[src/rtl/core/fef_ram.sv]
`default_nettype none

module fef_ram #(
  parameter int DATA_W = 8,
  parameter int DEPTH  = 256
) (
  input  wire logic                     clk,
  input  wire logic                     we,
  input  wire logic [$clog2(DEPTH)-1:0] addr,
  input  wire logic [DATA_W-1:0]        wdata,
  output logic      [DATA_W-1:0]        rdata
);

  logic [DATA_W-1:0] mem [DEPTH];

  // single port, registered read
  always_ff @(posedge clk) begin
    if (we) begin
      mem[addr] <= wdata;
    end
    rdata <= mem[addr];
  end

endmodule

`default_nettype wire

[config.mk]
export PLATFORM = sky130hd
export DESIGN_NAME = fef_ram
export DESIGN_NICKNAME = d
export VERILOG_FILES = /design/src/rtl/core/fef_ram.sv
export SDC_FILE = /design/constraint.sdc
export NUM_CORES = 2
export LEC_CHECK = 0
export ABC_CLOCK_PERIOD_IN_PS = 3000
export BUFFER_PORTS_ARGS = -buffer_cell sky130_fd_sc_hd__buf_2
export CORE_UTILIZATION = 40
export DETAILED_ROUTE_END_ITERATION = 16
export PLACE_DENSITY_LB_ADDON = 0.08
export SLEW_MARGIN = 10
export SYNTH_ARGS = -nofsm -noshare
export SYNTH_HDL_FRONTEND = slang
export SYNTH_SLANG_ARGS = --single-unit
[constraint.sdc]
create_clock -name clk -period 3 [get_ports clk]
set_input_delay 0.15 -clock clk [delete_from_list [all_inputs] [get_ports clk]]
set_output_delay 0.15 -clock clk [all_outputs]
set_load 0.02 [all_outputs]
==> impl_metrics.env <==
export IMPL_status="finished clean"
export IMPL_start_kind="register"
export IMPL_grt_ovfl_total=0
export IMPL_sw_frac_of_total_pct=21.38
export IMPL_viasPerCell=5.629
export IMPL_wl_per_cell_um=30.89
export IMPL_maxSlewViolCount=0
export IMPL_holdWs_ps=91.91
export IMPL_root_buffer="clkbuf_16"
export IMPL_irDropWorstVdd_uv=544.4
export IMPL_core_um2=195000
export IMPL_flow_area_growth_from_synthesis_pct=18.22
export IMPL_post_dp_cell_area_um2=85880
export IMPL_hold_viol=0
export IMPL_p_comb_share_pct=5.0
export IMPL_final_core_util_pct=47.59
export IMPL_placementRows=162
export IMPL_wl_mm=213.6
export IMPL_cp_end_kind="register"
export IMPL_drtPass1Iterations=5
export IMPL_synth_area_leaders="edfxtp_1 78%, mux4_2 15%, a22oi_1 2.4%"
export IMPL_hold_class="in -> reg"
export IMPL_final_nets=4125
export IMPL_synthTopCellsByCount="2048 x edfxtp_1, 512 x mux4_2, 256 x a22oi_1"
export IMPL_drc=0
export IMPL_max_freq_ghz=0.3511
export IMPL_seq_area_um2=61660
export IMPL_synthMostInstantiatedCell="edfxtp_1"
export IMPL_ios=26
export IMPL_crit_buf_inv=1
export IMPL_htreeDepth=4
export IMPL_yosysSeqAreaShare_pct=78.55
export IMPL_synth_fp_nets=3565
export IMPL_die_w_um=445.0
export IMPL_finalInstanceArea_um2=92800
export IMPL_syn_area_um2=78490
export IMPL_final_setup_skew_ps=32.72
export IMPL_p_clk_share_pct=42.6
export IMPL_min_period_ps=2848
export IMPL_dieArea_um2=198000
export IMPL_avgSynthCellArea_um2=22.13
export IMPL_cts_sinks=2056
export IMPL_crit_chain="mux4_2 > a22oi_1 > a21oi_1 > o41ai_1 > buf_4 > nand4_1"
export IMPL_drtAntennaViolNets=0
export IMPL_rsz0062_at_grt="false"
export IMPL_internal_power_mw=47.54
export IMPL_synth_top_area_share_pct=78.35
export IMPL_cts_tree="built"
export IMPL_antenna_found_initial=9
export IMPL_p_seq_share_pct=52.4
export IMPL_drive_gt1_share_pct=32.61
export IMPL_synth_edf_count=2048
export IMPL_crit_fanout=1
export IMPL_fillers=16140
export IMPL_clock_path_buffers=3
export IMPL_cts_resized=0
export IMPL_async_flop_share_pct=0
export IMPL_die_y_um=445.0
export IMPL_finalSetupViolCount=0
export IMPL_maxSlewHeadroom_pct=23.93
export IMPL_post_route_period_util_pct=94.94
export IMPL_grt_pass1_vias=40950
export IMPL_hpwl_mm=135.2
export IMPL_synth_seq_cells=2056
export IMPL_grt_max_degree=116
export IMPL_cts_setup_buffers=0
export IMPL_critical_path_arrival_ps=3570
export IMPL_tightest_slew_ps=1126
export IMPL_clk_pin_slew_ps=60
export IMPL_synthFlopType="edfxtp_1"
export IMPL_yosysTopAreaCell="edfxtp_1"
export IMPL_cp_top_family="compound AO/OA/AOI/OAI gates"
export IMPL_slowest_stage="o41ai_1"
export IMPL_initial_utilization_pct=40.25
export IMPL_grt_usage_pct=21.79
export IMPL_multi_input_area_um2=15790
export IMPL_port_buffers=25
export IMPL_numCtsBuffers=213
export IMPL_gp_congestion=0.8049
export IMPL_drt_iter0_markers=3901
export IMPL_power_switching_mw=12.93
export IMPL_cp_required_ps=3720
export IMPL_netlist_instances=3547
export IMPL_synth_distinct_cells=22
export IMPL_timing_worst_setup_path_type="reg -> reg"
export IMPL_cap_viol_max_count=0
export IMPL_via_count=38930
export IMPL_p_per_area_nw_per_um2=651.7
export IMPL_grt_pass1_wl_mm=305.7
export IMPL_yosysWarnings=0
export IMPL_max_stage_delay_ps=1060
export IMPL_p_leak_nw=29.24
export IMPL_clk_latency_ps=840
-- stage by stage --
step | instances | setup slack, ps | setup TNS, ps | power [mW]
after floorplan | 3547 | 631.3 | 0 | 33.72
after global placement | 6507 | -969.5 | -3709 | 35.34
after detailed placement | 6508 | -632.2 | -1615 | 35.40
after CTS | 6914 | 164.3 | 0 | 61.11
after global routing | 6915 | 94.57 | 0 | 62.27
final | 6916 | 151.8 | 0 | 60.47
-- layout make-up --
type / count / area share [%]
clock inverter: 137 / 1.204
multi-input combinational: 1258 / 17.01
timing repair buffer: 577 / 5.633
antenna: 2 / 0.005393
inverter: 1 / 0.004045
clock buffer: 261 / 6.154
tap: 2624 / 3.538
sequential: 2056 / 66.45
-- cells by family after synthesis --
family,Yosys count,synth area share (%)
and+or+nand+nor,330,1.733
AOI/OAI and AO/OA,416,3.622
muxes,512,14.69
DFF,2056,78.55
buffers and inverters,233,1.401
-- tightest hold or removal path, delay by kind of cell --
family / cells / cell delay [ps]
AO/OA/AOI/OAI: 1 / 100
AND/OR/NAND/NOR: 2 / 150
buffers and inverters: 3 / 450
-- power groups by stage --
stage	Sequential [mW]	Clock, mW	Combinational [mW]
after floorplan	32.3	0	1.41
after global placement	32.3	0	3.02
after global routing	31.7	27.4	3.19
after detailed placement	32.3	0	3.08
final	31.7	25.7	3.01
after CTS	31.7	26.3	3.09
-- layer usage --
layer | vias up | share of wire, % | track usage (%)
met2 | 1210 | 50 | 36.21
met5 | - | 0 | 0
li1 | 16250 | - | -
met3 | 302 | 5.3 | 3.032
met1 | 21160 | 42 | 29.92
met4 | 0 | 2.8 | 6.578
-- repair_timing --
action | in CTS | in global routing
setup endpoints to repair | 0 | 0
hold buffers | 8 | 0
endpoints found under the hold margin | 666 | 0
-- path summary, 6_finish.rpt --
kind | from | end | slack, ps | cells past startpoint
worst max register to register | mem[190][7] | rdata[7] | 150 | 6
worst min-delay path | addr[7] | rdata[6] | 90 | 6
worst max-delay path | mem[190][7] | rdata[7] | 150 | 6
worst min register to register | mem[230][1] | rdata[1] | 1070 | 5
-- cell usage in the layout, fill, tap and decap left out, types with 15 or more instances in the layout --
| cell type | instances |
|---|---|
| mux4_2 | 512 |
| buf_2 | 15 |
| nor2_1 | 231 |
| a21oi_1 | 128 |
| nand2_1 | 28 |
| clkbuf_1 | 37 |
| clkinv_2 | 45 |
| clkbuf_16 | 221 |
| clkinv_1 | 54 |
| buf_12 | 67 |
| nor3_1 | 30 |
| o41ai_1 | 29 |
| buf_4 | 477 |
| bufinv_16 | 15 |
| a22oi_1 | 256 |
| edfxtp_1 | 2048 |
-- flip-flops by register name, summed over array words and instances (netlist names) --
name	count
mem	2048
rdata	8
No activity file was read; power rests on OpenSTA's default activity.
