### config.mk
export PLATFORM = sky130hd
export DESIGN_NAME = fef_heat_div
export DESIGN_NICKNAME = d
export VERILOG_FILES = /design/src/rtl/core/fef_pkg.sv /design/src/rtl/core/fef_heat_div.sv
export SDC_FILE = /design/constraint.sdc
export NUM_CORES = 1
export LEC_CHECK = 0
export BUFFER_PORTS_ARGS = -buffer_cell sky130_fd_sc_hd__buf_4
export CAP_MARGIN = 20
export CORE_ASPECT_RATIO = 1.75
export CORE_MARGIN = 10
export CORE_UTILIZATION = 57
export DETAILED_ROUTE_END_ITERATION = 7
export GPL_ROUTABILITY_DRIVEN = 0
export PLACE_DENSITY = 0.75
export SLEW_MARGIN = 15
export SYNTH_ARGS = -nofsm -noshare
export SYNTH_HDL_FRONTEND = slang
export SYNTH_SLANG_ARGS = --single-unit
### constraint.sdc
create_clock -name clk -period 4.2 [get_ports clk]
set_input_delay 0.21 -clock clk [delete_from_list [all_inputs] [get_ports clk]]
set_output_delay 0.21 -clock clk [all_outputs]
set_load 0.005 [all_outputs]
### src/rtl/core/fef_pkg.sv
`default_nettype none

package fef_pkg;

  // frame geometry
  localparam int WIDTH  = 256;
  localparam int HEIGHT = 128;
  localparam int CELLS  = WIDTH * HEIGHT;
  localparam int ADDR_W = $clog2(CELLS);

  // field widths
  localparam int REQ_W  = 2;
  localparam int COL_W  = 8;
  localparam int ROW_W  = 7;
  localparam int HEAT_W = 8;
  localparam int RGB_W  = 3 * HEAT_W;

  // sum of four heat values
  localparam int SUM_W = HEAT_W + 2;

  // sum * 100 / 403 as a multiply by a rounded-up scaled reciprocal; the excess
  // stays below 1/403 for every sum up to 1020, so no correction step is needed
  localparam int DIV_MUL   = 260193;
  localparam int DIV_SHIFT = 20;
  localparam int PROD_W    = SUM_W + 18;
  localparam int MAX_Q     = 253;

  // neighbor read sequence: three reads from the row below, one two rows down
  localparam int NB_READS = 4;
  localparam int STEP_W   = $clog2(NB_READS + 1);

  typedef enum logic [REQ_W-1:0] {
    REQ_SEED   = 2'd0,
    REQ_UPDATE = 2'd1,
    REQ_READ   = 2'd2
  } req_t;

  typedef enum logic [3:0] {
    S_CLEAR,
    S_IDLE,
    S_SEED,
    S_LOOK,
    S_CAP,
    S_RD,
    S_DIV,
    S_WB,
    S_OUT
  } fef_state_t;

  typedef logic [RGB_W-1:0] pal_t [256];

  // black-red-orange-yellow-white ramp, red in the top byte
  function automatic pal_t build_palette();
    pal_t tab;
    int r;
    int g;
    int b;
    int k;
    for (int h = 0; h < 256; h++) begin
      if (h <= 32) begin
        r = 4 * h;
        g = 0;
        b = 0;
      end else if (h <= 64) begin
        k = h - 32;
        r = 128 + 2 * k;
        g = 4 * k;
        b = 0;
      end else if (h <= 95) begin
        k = h - 64;
        r = 192;
        g = 128 + 2 * k;
        b = 0;
      end else begin
        k = h - 96;
        r = 192 + (63 * k) / 159;
        g = r;
        b = (255 * k) / 159;
      end
      tab[h] = {8'(r), 8'(g), 8'(b)};
    end
    return tab;
  endfunction

  localparam pal_t PALETTE = build_palette();

  // linear frame address of pixel (x, y)
  function automatic logic [ADDR_W-1:0] cell_addr(input logic [COL_W-1:0] x,
                                                  input logic [ROW_W-1:0] y);
    return ADDR_W'(ADDR_W'(y) * ADDR_W'(WIDTH)) + ADDR_W'(x);
  endfunction

endpackage

`default_nettype wire

### src/rtl/core/fef_heat_div.sv
`default_nettype none

module fef_heat_div import fef_pkg::*; (
  input  wire logic              clk,
  input  wire logic              load,
  input  wire logic [SUM_W-1:0]  sum_i,
  output logic      [HEAT_W-1:0] quot_o
);

  logic [PROD_W-1:0] prod_r;

  // sum scaled by 100/403 in fixed point
  always_ff @(posedge clk) begin
    if (load) begin
      prod_r <= PROD_W'(PROD_W'(sum_i) * PROD_W'(DIV_MUL));
    end
  end

  assign quot_o = prod_r[DIV_SHIFT +: HEAT_W];

endmodule

`default_nettype wire

==> impl_metrics.env <==
export IMPL_num_rows=33
export IMPL_dominantRegCellSynth="sky130_fd_sc_hd__edfxtp_1"
export IMPL_pwr_share_clk_pct=3.1
export IMPL_area_delta_synth_final_pct=24.4
export IMPL_detail_route_iter0_violations=72
export IMPL_port_buffers=19
export IMPL_synth_enable_flop_cells=8
export IMPL_first_pass_iters=4
export IMPL_slew_viol_final=0
export IMPL_synth_yosys_seq_area_share_pct=8.54
export IMPL_path_buf_inv=3
export IMPL_cp_common_cell="sky130_fd_sc_hd__fa_1"
export IMPL_vias_per_cell=5.43
export IMPL_track_usage_pct=15.4
export IMPL_synth_distinct_cells=33
export IMPL_core_mm2=0.00475
export IMPL_cts_root_buffer_cell="sky130_fd_sc_hd__clkbuf_8"
export IMPL_cts_sinks=8
export IMPL_die_area_mm2=0.00826
export IMPL_power_internal_mw=1.55
export IMPL_cell_area_after_synthesis_mm2=0.00281
export IMPL_placedInstanceArea_mm2=0.00328
export IMPL_registers_top_by_ff_count="prod_r"
export IMPL_grt_pass1_wl_mm=10.3
export IMPL_routed_wl_mm=6.49
export IMPL_floorplan_initialDensity_pct=59.3
export IMPL_share_of_cells_above_drive_strength_1_pct=26.5
export IMPL_p_sw_share_pct=47.5
export IMPL_power_density_mw_per_mm2=845
export IMPL_first_global_vias=2341
export IMPL_number_of_antenna_violations_at_the_first_check_in_global_routing=0
export IMPL_final_util_pct=73.7
export IMPL_power_frac_seq_pct=7.0
export IMPL_ant_nets=0
export IMPL_synth_seq_cells=8
export IMPL_ir_worst_vdd_mv=0.895
export IMPL_syn_instance_count=287
export IMPL_largest_register_ffs=8
export IMPL_total_switching_power_mw=1.41
export IMPL_critPathArrivalTime_ns=4.09
export IMPL_asyncSetResetFlopFracSynth_pct=0
export IMPL_hpwl_dp_mm=5.64
export IMPL_holdBufCountCts=0
export IMPL_synth_top_area_share_pct=32.9
export IMPL_worstHoldPathType="primary input to flip-flop"
export IMPL_detail_route_wl_per_cell_um=16.6
export IMPL_final_min_period_over_clock_period_pct=97.9
export IMPL_outcome="complete, no violations"
export IMPL_die_ht_um=113
export IMPL_minimum_clock_period_ns=4.11
export IMPL_fp_dieW_um=73.1
export IMPL_synth_top_cell_by_area="sky130_fd_sc_hd__ha_1"
export IMPL_finalWorstSetupSlack_ns=0.0867
export IMPL_share_comb_of_total_power_pct=89.8
export IMPL_max_cap_violations=0
export IMPL_end_kind="flip-flop"
export IMPL_design_final_nets=465
export IMPL_setup_worst_path_class="primary input to flip-flop"
export IMPL_critical_path_slowest_cell="sky130_fd_sc_hd__fa_2"
export IMPL_max_slew_margin_rel_pct=69.2
export IMPL_cp_data_required_time_ns=4.18
export IMPL_htree_num_levels=1
export IMPL_critical_path_max_stage_delay_ns=0.57
export IMPL_total_via_count_after_detailed_routing=2124
export IMPL_synth_avg_cell_area_um2=9.80
export IMPL_reg_largest_list="prod_r: 8 flops"
export IMPL_pin_count=20
export IMPL_cp_max_fo=4
export IMPL_crit_path_cell_trace="buf_4 > fa_2 > inv_1 > fa_1 > inv_1 > fa_1 > fa_1 > ha_4 > ha_4 > o211ai_2 > nor4_2 > a21oi_2 > nand3_2 > a41oi_2 > xnor2_1"
export IMPL_grt_remaining_overflow=0
export IMPL_largest_buffer_count_on_any_clock_path=2
export IMPL_ys_top_cells_by_area="sky130_fd_sc_hd__ha_1 33%, sky130_fd_sc_hd__fa_1 27%, sky130_fd_sc_hd__inv_1 12%"
export IMPL_worst_path_clk_slew_ns=0.04
export IMPL_cts_tree="yes"
export IMPL_power_total_mw=2.96
export IMPL_cts_buffer_count=3
export IMPL_ys_warn_count=0
export IMPL_critical_path_startpoint_type="primary input"
export IMPL_mappedNetlistNets=411
export IMPL_static_leak_nw=1.85
export IMPL_insertedDiodeCount=0
export IMPL_stdcell_area_mm2=0.00350
export IMPL_setup_viol=0
export IMPL_timing_fmax_mhz=243
export IMPL_grt_start_max_net_pins=9
export IMPL_remaining_drc_errors=0
export IMPL_cp_top_delay_family="adder cells"
export IMPL_finalHoldViolCount=0
export IMPL_post_place_ws_ns=-0.416
export IMPL_timing_worst_slew_pin_value_ns=0.461
export IMPL_cts_setup_buffers=0
cell usage after synthesis, drive strengths merged, types with 2 or more instances:
cell type	count
fa	38
a21oi	15
a21o	2
edfxtp	8
nor4	2
o21ai	5
nand3	4
inv	91
o211ai	2
ha	74
nor2	4
nand2	8
xnor2	8
xor2	3
a41oi	2
o21bai	2
and4	2
a31oi	6
routing by layer:
| layer | routed length (um) | global-route usage [%] | vias up |
|---|---|---|---|
| li1 | - | - | 1031 |
| met2 | 3850 | 30.0 | 40 |
| met4 | 237 | 7.38 | 0 |
| met3 | 122 | 1.66 | 18 |
| met1 | 2280 | 14.8 | 1035 |
| met5 | 0 | 0 | - |
final cells by class:
class	count	area, um2
multi-input cells	188	2440
flip-flops and latches	8	240
clock buffers	3	41.3
repair buffers	49	368
well taps	52	65.1
fillers	323	1250
inverters	91	342
cell usage in the layout (no fill, tap or decap), types with 2 or more instances in the layout:
cell type,instances
sky130_fd_sc_hd__nor4_2,2
sky130_fd_sc_hd__ha_4,11
sky130_fd_sc_hd__inv_1,87
sky130_fd_sc_hd__clkbuf_8,3
sky130_fd_sc_hd__nor2_1,4
sky130_fd_sc_hd__nand2_1,7
sky130_fd_sc_hd__a21oi_1,10
sky130_fd_sc_hd__ha_1,63
sky130_fd_sc_hd__fa_2,3
sky130_fd_sc_hd__xnor2_1,8
sky130_fd_sc_hd__nand3_2,3
sky130_fd_sc_hd__a41oi_2,2
sky130_fd_sc_hd__a21oi_2,4
sky130_fd_sc_hd__xor2_1,3
sky130_fd_sc_hd__inv_2,4
sky130_fd_sc_hd__a21o_1,2
sky130_fd_sc_hd__edfxtp_1,8
sky130_fd_sc_hd__o21ai_0,4
sky130_fd_sc_hd__o21bai_1,2
sky130_fd_sc_hd__buf_4,49
sky130_fd_sc_hd__fa_1,35
sky130_fd_sc_hd__and4_4,2
sky130_fd_sc_hd__a31oi_1,5
power by group through the flow:
stage               Combinational (mW)  Sequential, mW  Clock [mW]
global placement                  2.19           0.208           0
finish                            2.66           0.208      0.0929
detailed placement                2.25           0.210           0
global route                      2.90           0.212      0.0982
CTS                               2.47           0.209      0.0924
floorplan                         1.51           0.216           0
final timing paths:
| kind | from | end | cells past startpoint |
|---|---|---|---|
| max | sum_i[7] | prod_r[25]$_DFFE_PP_ | 15 |
| min | load | prod_r[20]$_DFFE_PP_ | 1 |
stage by stage:
stage	setup TNS (ns)	hold slack, ns	std cells
CTS	0	0.265	391
finish	0	0.257	391
global placement	-1.77	0.488	388
detailed placement	-2.45	0.499	388
floorplan	0	0.322	287
global route	-0.0572	0.266	391
repair_timing:
action                     CTS  global route
pin swaps                   13            21
gates resized for setup     13            13
setup endpoints to repair    6             7
cell families after synthesis:
kind of cell	share of synthesized area [%]
AND/OR/NAND/NOR	4.94
buffers and inverters	12.1
adder cells (fa/ha/maj)	59.9
XOR/XNOR	3.42
multiplexers	0.356
AO/OA/AOI/OAI	10.7
flip-flops	8.54
Note: power is estimated with default switching activity, not from simulation.
